[config.mk]
export PLATFORM = sky130hd
export DESIGN_NAME = decimal_count_text_range_core
export DESIGN_NICKNAME = d
export VERILOG_FILES = /design/src/rtl/dctr_pkg.sv /design/src/rtl/dctr_ctrl.sv /design/src/rtl/dctr_dp.sv /design/src/rtl/decimal_count_text_range_core.sv
export SDC_FILE = /design/constraint.sdc
export NUM_CORES = 2
export LEC_CHECK = 0
export BUFFER_PORTS_ARGS = -buffer_cell sky130_fd_sc_hd__buf_2
export CAP_MARGIN = 20
export CELL_PAD_IN_SITES_DETAIL_PLACEMENT = 1
export CELL_PAD_IN_SITES_GLOBAL_PLACEMENT = 1
export CORE_AREA = 2 2 432 434
export DETAILED_ROUTE_END_ITERATION = 8
export DIE_AREA = 0 0 434 436
export MAX_ROUTING_LAYER = met4
export PLACE_DENSITY_LB_ADDON = 0.1
export SLEW_MARGIN = 25
export SYNTH_ARGS = -nofsm -noshare
export SYNTH_HDL_FRONTEND = slang
export SYNTH_SLANG_ARGS = --single-unit
[constraint.sdc]
create_clock -name clk -period 13.5 [get_ports clk]
set_clock_uncertainty 0.1 [all_clocks]
set_input_delay 3.375 -clock clk [delete_from_list [all_inputs] [get_ports clk]]
set_output_delay 3.375 -clock clk [all_outputs]
set_load 0.005 [all_outputs]
[src/rtl/dctr_pkg.sv]
package dctr_pkg;

  localparam int MAX_CHUNK_DEF = 64;
  localparam int OFFSET_BITS_DEF = 48;
  localparam int TOP_DIGITS = 18;
  localparam int POS_W = 61;
  localparam int DIG_W = 5;
  localparam int CNT_W = 7;

  localparam logic [7:0] CHAR_SPACE = 8'h20;
  localparam logic [7:0] CHAR_ZERO = 8'h30;

  typedef enum logic [2:0] {
    ST_IDLE,
    ST_BAND,
    ST_DIV,
    ST_DIGITS,
    ST_EMIT
  } state_t;

  // Commands from controller to datapath
  typedef struct packed {
    logic load;
    logic band_step;
    logic div_init;
    logic div_step;
    logic dig_init;
    logic dig_step;
    logic emit;
  } dctr_cmd_t;

  // Status from datapath to controller
  typedef struct packed {
    logic count_zero;
    logic band_done;
    logic div_done;
    logic dig_done;
    logic emit_last;
  } dctr_sts_t;

  // Power of ten for index 0..18, as a constant table
  function automatic logic [POS_W-1:0] pow_ten(input logic [DIG_W-1:0] k);
    logic [POS_W-1:0] p;
    case (k)
      5'd0:    p = 61'd1;
      5'd1:    p = 61'd10;
      5'd2:    p = 61'd100;
      5'd3:    p = 61'd1000;
      5'd4:    p = 61'd10000;
      5'd5:    p = 61'd100000;
      5'd6:    p = 61'd1000000;
      5'd7:    p = 61'd10000000;
      5'd8:    p = 61'd100000000;
      5'd9:    p = 61'd1000000000;
      5'd10:   p = 61'd10000000000;
      5'd11:   p = 61'd100000000000;
      5'd12:   p = 61'd1000000000000;
      5'd13:   p = 61'd10000000000000;
      5'd14:   p = 61'd100000000000000;
      5'd15:   p = 61'd1000000000000000;
      5'd16:   p = 61'd10000000000000000;
      5'd17:   p = 61'd100000000000000000;
      5'd18:   p = 61'd1000000000000000000;
      default: p = 61'd1;
    endcase
    return p;
  endfunction

endpackage

[src/rtl/dctr_ctrl.sv]
module dctr_ctrl (
  input  logic               clk,
  input  logic               rst,
  input  logic               start,
  input  dctr_pkg::dctr_sts_t sts,
  output dctr_pkg::dctr_cmd_t cmd,
  output logic               busy
);

  dctr_pkg::state_t state, state_next;

  // Advance state
  always_ff @(posedge clk) begin
    if (rst) begin
      state <= dctr_pkg::ST_IDLE;
    end else begin
      state <= state_next;
    end
  end

  // Next state
  always_comb begin
    state_next = state;
    case (state)
      dctr_pkg::ST_IDLE:   if (start) state_next = dctr_pkg::ST_BAND;
      dctr_pkg::ST_BAND: begin
        if (sts.count_zero) state_next = dctr_pkg::ST_IDLE;
        else if (sts.band_done) state_next = dctr_pkg::ST_DIV;
      end
      dctr_pkg::ST_DIV:    if (sts.div_done) state_next = dctr_pkg::ST_DIGITS;
      dctr_pkg::ST_DIGITS: if (sts.dig_done) state_next = dctr_pkg::ST_EMIT;
      dctr_pkg::ST_EMIT:   if (sts.emit_last) state_next = dctr_pkg::ST_IDLE;
      default:             state_next = dctr_pkg::ST_IDLE;
    endcase
  end

  // Outputs
  always_comb begin
    cmd = '0;
    busy = 1'b1;
    case (state)
      dctr_pkg::ST_IDLE: begin
        busy = 1'b0;
        cmd.load = start;
      end
      dctr_pkg::ST_BAND: begin
        cmd.band_step = !sts.band_done;
        cmd.div_init = sts.band_done;
      end
      dctr_pkg::ST_DIV: begin
        cmd.div_step = !sts.div_done;
        cmd.dig_init = sts.div_done;
      end
      dctr_pkg::ST_DIGITS: cmd.dig_step = !sts.dig_done;
      dctr_pkg::ST_EMIT:   cmd.emit = 1'b1;
      default:             cmd = '0;
    endcase
  end

`ifndef SYNTHESIS
  a_idle_not_busy: assert property (@(posedge clk) disable iff (rst)
    (state == dctr_pkg::ST_IDLE) |-> !busy) else $error("idle but busy");
  a_zero_exits: assert property (@(posedge clk) disable iff (rst)
    (state == dctr_pkg::ST_BAND && sts.count_zero) |=> state == dctr_pkg::ST_IDLE)
    else $error("zero count did not finish");
  a_emit_only: assert property (@(posedge clk) disable iff (rst)
    cmd.emit |-> state == dctr_pkg::ST_EMIT) else $error("emit outside emit state");
`endif

endmodule

[src/rtl/dctr_dp.sv]
module dctr_dp #(
  parameter int MAX_CHUNK = dctr_pkg::MAX_CHUNK_DEF,
  parameter int OFFSET_BITS = dctr_pkg::OFFSET_BITS_DEF
) (
  input  logic                       clk,
  input  logic [47:0]                start_offset,
  input  logic [6:0]                 byte_count,
  input  dctr_pkg::dctr_cmd_t        cmd,
  output dctr_pkg::dctr_sts_t        sts,
  output logic                       strobe,
  output logic [7:0]                 char_code,
  output logic                       last_char
);

  localparam int PW = dctr_pkg::POS_W;
  localparam int DW = dctr_pkg::DIG_W;
  localparam int CW = dctr_pkg::CNT_W;
  localparam int OB = (OFFSET_BITS < 48) ? OFFSET_BITS : 48;

  logic [PW-1:0] rest;
  logic [PW-1:0] band;
  logic [DW-1:0] digits;
  logic          at_zero;
  logic [CW-1:0] remain;
  logic [PW-1:0] quot;
  logic [PW-1:0] acc;
  logic [6:0]    div_cnt;
  logic [DW-1:0] place;
  logic [3:0]    dig [dctr_pkg::TOP_DIGITS];
  logic [3:0]    dig_adj [dctr_pkg::TOP_DIGITS];
  logic [PW-1:0] num;
  logic [6:0]    dig_cnt;
  logic [CW-1:0] cnt_sat;
  logic [PW-1:0] divisor;
  logic [PW-1:0] acc_sh;
  logic [PW-1:0] band_next;
  logic [3:0]    cur_dig;

  assign cnt_sat = (byte_count > CW'(MAX_CHUNK)) ? CW'(MAX_CHUNK) : byte_count;
  assign divisor = PW'(digits) + PW'(1);
  // Next band size: band * 10 * (d+2)/(d+1), computed from pow_ten
  assign band_next = PW'(PW'(9) * dctr_pkg::pow_ten(digits)) * PW'(digits + DW'(2));
  assign acc_sh = {acc[PW-2:0], quot[PW-1]};

  assign sts.count_zero = (remain == '0);
  assign sts.band_done  = (rest < band) || (digits >= DW'(dctr_pkg::TOP_DIGITS)) || at_zero;
  assign sts.div_done   = (div_cnt == 7'(PW));
  assign sts.dig_done   = (dig_cnt == 7'(PW));
  assign sts.emit_last  = (remain == CW'(1));

  // Add three to every BCD digit of five or more before the shift
  always_comb begin
    for (int i = 0; i < dctr_pkg::TOP_DIGITS; i++) begin
      dig_adj[i] = (dig[i] >= 4'd5) ? dig[i] + 4'd3 : dig[i];
    end
  end

  // Carry into position i when all lower digits are nine
  function automatic logic carry_in(input int i);
    logic c;
    c = 1'b1;
    for (int j = 0; j < dctr_pkg::TOP_DIGITS; j++) begin
      if (j < i && dig[j] != 4'd9) c = 1'b0;
    end
    return c;
  endfunction

  // Seek, divide, split digits and walk the text
  always_ff @(posedge clk) begin
    strobe <= cmd.emit;
    if (cmd.load) begin
      rest    <= PW'(start_offset[OB-1:0]) - PW'(1);
      at_zero <= (start_offset[OB-1:0] == '0);
      band    <= PW'(18);
      digits  <= DW'(1);
      remain  <= cnt_sat;
    end
    // Step one band
    if (cmd.band_step) begin
      rest   <= rest - band;
      digits <= digits + DW'(1);
      band   <= band_next;
    end
    // Restoring divide by digits+1, one bit per cycle
    if (cmd.div_init) begin
      quot    <= rest;
      acc     <= '0;
      div_cnt <= '0;
    end
    if (cmd.div_step) begin
      div_cnt <= div_cnt + 7'(1);
      if (acc_sh >= divisor) begin
        acc  <= acc_sh - divisor;
        quot <= {quot[PW-2:0], 1'b1};
      end else begin
        acc  <= acc_sh;
        quot <= {quot[PW-2:0], 1'b0};
      end
    end
    // Convert number to BCD by shift and add three, one bit per cycle
    if (cmd.dig_init) begin
      num     <= dctr_pkg::pow_ten(digits - DW'(1)) + quot;
      place   <= acc[DW-1:0];
      dig_cnt <= '0;
      for (int i = 0; i < dctr_pkg::TOP_DIGITS; i++) begin
        dig[i] <= 4'd0;
      end
    end
    if (cmd.dig_step) begin
      dig[0] <= {dig_adj[0][2:0], num[PW-1]};
      for (int i = 1; i < dctr_pkg::TOP_DIGITS; i++) begin
        dig[i] <= {dig_adj[i][2:0], dig_adj[i-1][3]};
      end
      num     <= {num[PW-2:0], 1'b0};
      dig_cnt <= dig_cnt + 7'(1);
    end
    // Emit one character, then advance position
    if (cmd.emit) begin
      last_char <= (remain == CW'(1));
      remain    <= remain - CW'(1);
      if (at_zero) begin
        char_code <= dctr_pkg::CHAR_ZERO;
        at_zero   <= 1'b0;
        place     <= '0;
        digits    <= DW'(1);
        // Number 1 follows
        dig[0]    <= 4'd1;
      end else begin
        char_code <= (place == '0) ? dctr_pkg::CHAR_SPACE
                     : (dctr_pkg::CHAR_ZERO | {4'h0, cur_dig});
        if (place == digits) begin
          place <= '0;
          // Increment stored number, growing a digit on carry out
          for (int i = 0; i < dctr_pkg::TOP_DIGITS; i++) begin
            if (DW'(i) < digits) begin
              if (dig[i] == 4'd9 && (i == 0 || carry_in(i))) dig[i] <= 4'd0;
              else if (i == 0 || carry_in(i)) dig[i] <= dig[i] + 4'd1;
            end else if (DW'(i) == digits && carry_in(i)) begin
              dig[i] <= 4'd1;
            end
          end
          if (carry_in(int'(digits))) digits <= digits + DW'(1);
        end else begin
          place <= place + DW'(1);
        end
      end
    end
  end

  assign cur_dig = dig[DW'(digits - place)];

`ifndef SYNTHESIS
  a_emit_strobe: assert property (@(posedge clk) cmd.emit |=> strobe)
    else $error("emit without strobe");
  a_last_once: assert property (@(posedge clk)
    (strobe && last_char) |-> !$past(strobe && last_char, 1) || !$past(cmd.emit, 2))
    else $error("double last");
  a_place_range: assert property (@(posedge clk) cmd.emit && !at_zero |-> place <= digits)
    else $error("place beyond digits");
`endif

endmodule

[src/rtl/decimal_count_text_range_core.sv]
// After a request transfers, the datapath seeks the digit band, divides by the digit count,
// converts the quotient to BCD and then emits the text; the seek skips 0 to 17 digit bands.
// Throughput: one character per cycle while emitting; a new request transfers only when busy
// is low again, after the last character (a zero count ends the request in the seek state).
// Reset (synchronous, active high) returns the controller to idle; the receiver cannot stall.
module decimal_count_text_range_core #(
  parameter int MAX_CHUNK = dctr_pkg::MAX_CHUNK_DEF,
  parameter int OFFSET_BITS = dctr_pkg::OFFSET_BITS_DEF
) (
  input  logic        clk,
  input  logic        rst,
  input  logic        start,
  output logic        busy,
  input  logic [47:0] start_offset,
  input  logic [6:0]  byte_count,
  output logic        strobe,
  output logic [7:0]  char_code,
  output logic        last_char
);

  dctr_pkg::dctr_cmd_t cmd;
  dctr_pkg::dctr_sts_t sts;
  logic                dp_strobe;

  dctr_ctrl u_ctrl (
    .clk(clk), .rst(rst), .start(start), .sts(sts), .cmd(cmd), .busy(busy)
  );

  dctr_dp #(.MAX_CHUNK(MAX_CHUNK), .OFFSET_BITS(OFFSET_BITS)) u_dp (
    .clk(clk), .start_offset(start_offset), .byte_count(byte_count),
    .cmd(cmd), .sts(sts), .strobe(dp_strobe), .char_code(char_code),
    .last_char(last_char)
  );

  // Drop the strobe while in reset
  assign strobe = dp_strobe && !rst;

endmodule
==> run_results.csv <==
group,metric,value,unit
cts,clock_sink_count,469,
synth,synth.mux.area_fraction,2.92,%
synth,synth-seq-area-share,29.3,%
pwr,static_leakage,20.8,nW
synth,synthesis.instances,5249,
final_layout,synthToLayoutAreaGrowth,11.8,%
worst_setup_path,worstSetupEndpoint,"u_dp.band[60]",
timing,post-route-period-util,72.3,%
placed_design,placedCellCount,7634,
timing,tns,0,ps
synth,postSynthRegisterBits,469,
floorplanning,fp_rows,158,
grt,globalRouteTotalUtil,18.3,%
final_layout,final_cell_area,51300,sq um
cts,postCtsSetupRepairBufs,0,
final_layout,n_fill_cell,21600,
synth,synth.distinct_cells,93,
status,run_status,"completed",
synth,synth_area_leader_cell,"edfxtp_1",
worst_setup_path,cp-start-kind,"register",
timing,hold_violations,0,
cts,clkLatencyLatePin,680,ps
timing,fmaxAchievable,102,MHz
synth,synth_largest_type_area_fraction,26.6,%
synth,synth-adder-area-share,20.3,%
worst_hold_path,min-delay-path-class,"reg2reg",
placed_design,placement.io_buffers,65,
floorplanning,chipWidth,434,microns
synth,synth.area.top_cells,"edfxtp_1 27%, ha_1 10%, fa_1 10%",
drt,route.detailed.drc,0,
synth,synth-compound-area-share,16.3,%
timing,relSlewSlack,28.6,%
timing,hold_ws,426,ps
timing,grt_setup_unrepaired,"no",
worst_setup_path,critical-path-slowest-cell,"a221oi_1",
drt,ant_nets,0,
grt,globalRoute.totalOverflow,0,
drt,wire_per_inst,21.8,microns
grt,antenna_found_initial,15,
synth,synthArstFlopShare,0,%
drt,first_pass_iteration_count_of_the_detailed_router,5,
synth,synth_xor_xnor_area_share,7.22,%
worst_setup_path,r2r_setup_slack,3730,ps
synth,synthFlopType,"edfxtp_1",
grt,pin_count_of_the_biggest_net_entering_global_routing,133,
cts,cts.reportedPaths.clkPinSlew,60,ps
floorplanning,core-area,185000,sq um
timing,timing.final.setup_violations,0,
worst_hold_path,hold-path-cell-count,2,
floorplanning,die_height,436,microns
worst_setup_path,timing.critical_path.required,13820,ps
drt,final_routed_wirelength,169000,microns
cts,post_cts_resize_count,0,
worst_setup_path,reg2reg_depth,35,
final_layout,layoutNonFillerInstCount,7763,
drt,vias,37900,
placed_design,placed_area,49000,sq um
grt,first_global_vias,39700,
drt,first_iter_violations,2106,
cts,clk_root_buffer_cell,"clkbuf_16",
cts,cts.path.max_buffers,3,
synth,synth_top_family_by_area,"adder cells",
pwr,power.density_cell_area,208,nW/um^2
floorplanning,die_area,189000,sq um
synth,synth_warnings,0,
cts,number_of_h_tree_levels,3,
timing,max_slew.worst_pin.slew,1040,ps
placed_design,dp_slack,3720,ps
worst_setup_path,critical_path.reg2reg.endpoint,"u_dp.band[60]",
final_layout,post_route_cells_drive_above_1_share,7.03,%
pwr,peakVddDrop,0.122,mV
placed_design,hpwlAfterDp,133000,microns
final_layout,post-route-util,27.8,%
synth,synthSimpleGateAreaFrac,18.2,%
worst_setup_path,peak_fanout_along_the_critical_path,7,
timing,worst_slack,3730,ps
job,drv_cap,0,
floorplanning,io-pin-count,69,
worst_setup_path,cp_data_arrival_time,10080,ps
pwr,total_power,10.7,mW
cts,postCtsHoldBufs,0,
cts,tritoncts,"built",
synth,synth_edf_count,407,
synth,synthesis.area,45900,sq um
worst_setup_path,cp-end-kind,"register",
drt,viasPerCell,4.88,
timing,drv_slew,0,
synth,synth_area_per_cell,8.74,sq um
floorplanning,starting_density_of_the_core,24.8,%
final_layout,finish.net_count,5891,
grt,first_pass_grt_wire_length,257000,microns
timing,period_minus_slack,9770,ps
worst_setup_path,worst-setup-path-type,"reg2reg",
worst_setup_path,critPathMaxStageDelay,900,ps
cts,cts-buffers-inserted,69,
placed_design,gp_congestion,0.795,
worst_setup_path,crit_path_frequent_cell,"fa_1",
-- layout make-up --
cell class / instances / area, sq um / share of cell area (%)
clock inverters: 43 / 449 / 0.876
diodes: 8 / 20.0 / 0.0390
multi-input cells: 4107 / 30000 / 58.4
repair buffers: 116 / 724 / 1.41
clock buffers: 78 / 1810 / 3.53
flip-flops and latches: 469 / 13500 / 26.3
well taps: 2480 / 3100 / 6.05
inverters: 462 / 1730 / 3.38
-- worst min path at each step --
stage | from | to
after global placement | u_dp.num[16] | u_dp.num[17]
after detailed placement | u_dp.num[34] | u_dp.num[35]
final | u_dp.num[17] | u_dp.num[18]
after global routing | u_dp.num[55] | u_dp.num[56]
after CTS | u_dp.num[17] | u_dp.num[18]
after floorplan | u_dp.num[0] | u_dp.num[0]
-- cells by family after synthesis --
kind of cell / Yosys count
buffers and inverters: 674
other: 2
muxes: 101
DFF: 469
AOI/OAI and AO/OA: 1221
and+or+nand+nor: 1796
xor gates and xnor gates: 378
adders and majority gates: 608
-- cell usage in the layout, fill, tap and decap left out, drive strengths merged, types with 43 or more instances in the layout --
master	instances
inv	466
nand2b	93
dfxtp	62
o21ai	364
a21oi	364
a21o	118
mux2	63
xnor2	243
nand3	129
edfxtp	407
nor2b	53
ha	378
nand2	509
fa	230
clkbuf	78
nand4	47
o21bai	46
buf	116
nor3	98
and2	43
xor2	135
nor2	604
or3	45
-- routing by layer --
layer  wire [microns]  global-route usage, %
met5                0                      -
met3             5370                   2.24
met2            76900                   28.4
met4             4130                   4.94
met1            82400                   24.9
-- critical path, delay by kind of cell, from the launching register on --
family,cells,cell delay (ps)
muxes,1,90
adders and majority gates,7,2560
and+or+nand+nor,7,1480
xor gates and xnor gates,2,780
AOI/OAI and AO/OA,14,3710
DFF,1,430
buffers and inverters,4,340
-- cells in the mapped netlist, types with 25 or more instances --
master / instances
or3_1: 44
o211ai_1: 35
dfxtp_1: 62
and3_1: 33
o21ai_0: 363
a21oi_1: 364
a21o_1: 118
nand4_1: 47
ha_1: 378
mux2_2: 63
inv_1: 459
nand3_1: 128
xnor2_1: 243
xor2_1: 135
nand2_1: 509
and2_1: 43
nor3_1: 98
o31ai_1: 29
a31oi_1: 36
nor4_1: 25
nor2_1: 604
fa_1: 230
edfxtp_1: 407
nand3b_1: 26
nor2b_1: 53
o21a_1: 35
clkbuf_1: 182
o21bai_1: 46
nand2b_1: 93
-- where the power goes --
part           switching, mW  internal (mW)
clock                  0.785           1.09
sequential             0.499           2.27
combinational           3.89           2.16
total                   5.17           5.51
Note: power is estimated with default switching activity, not from simulation.
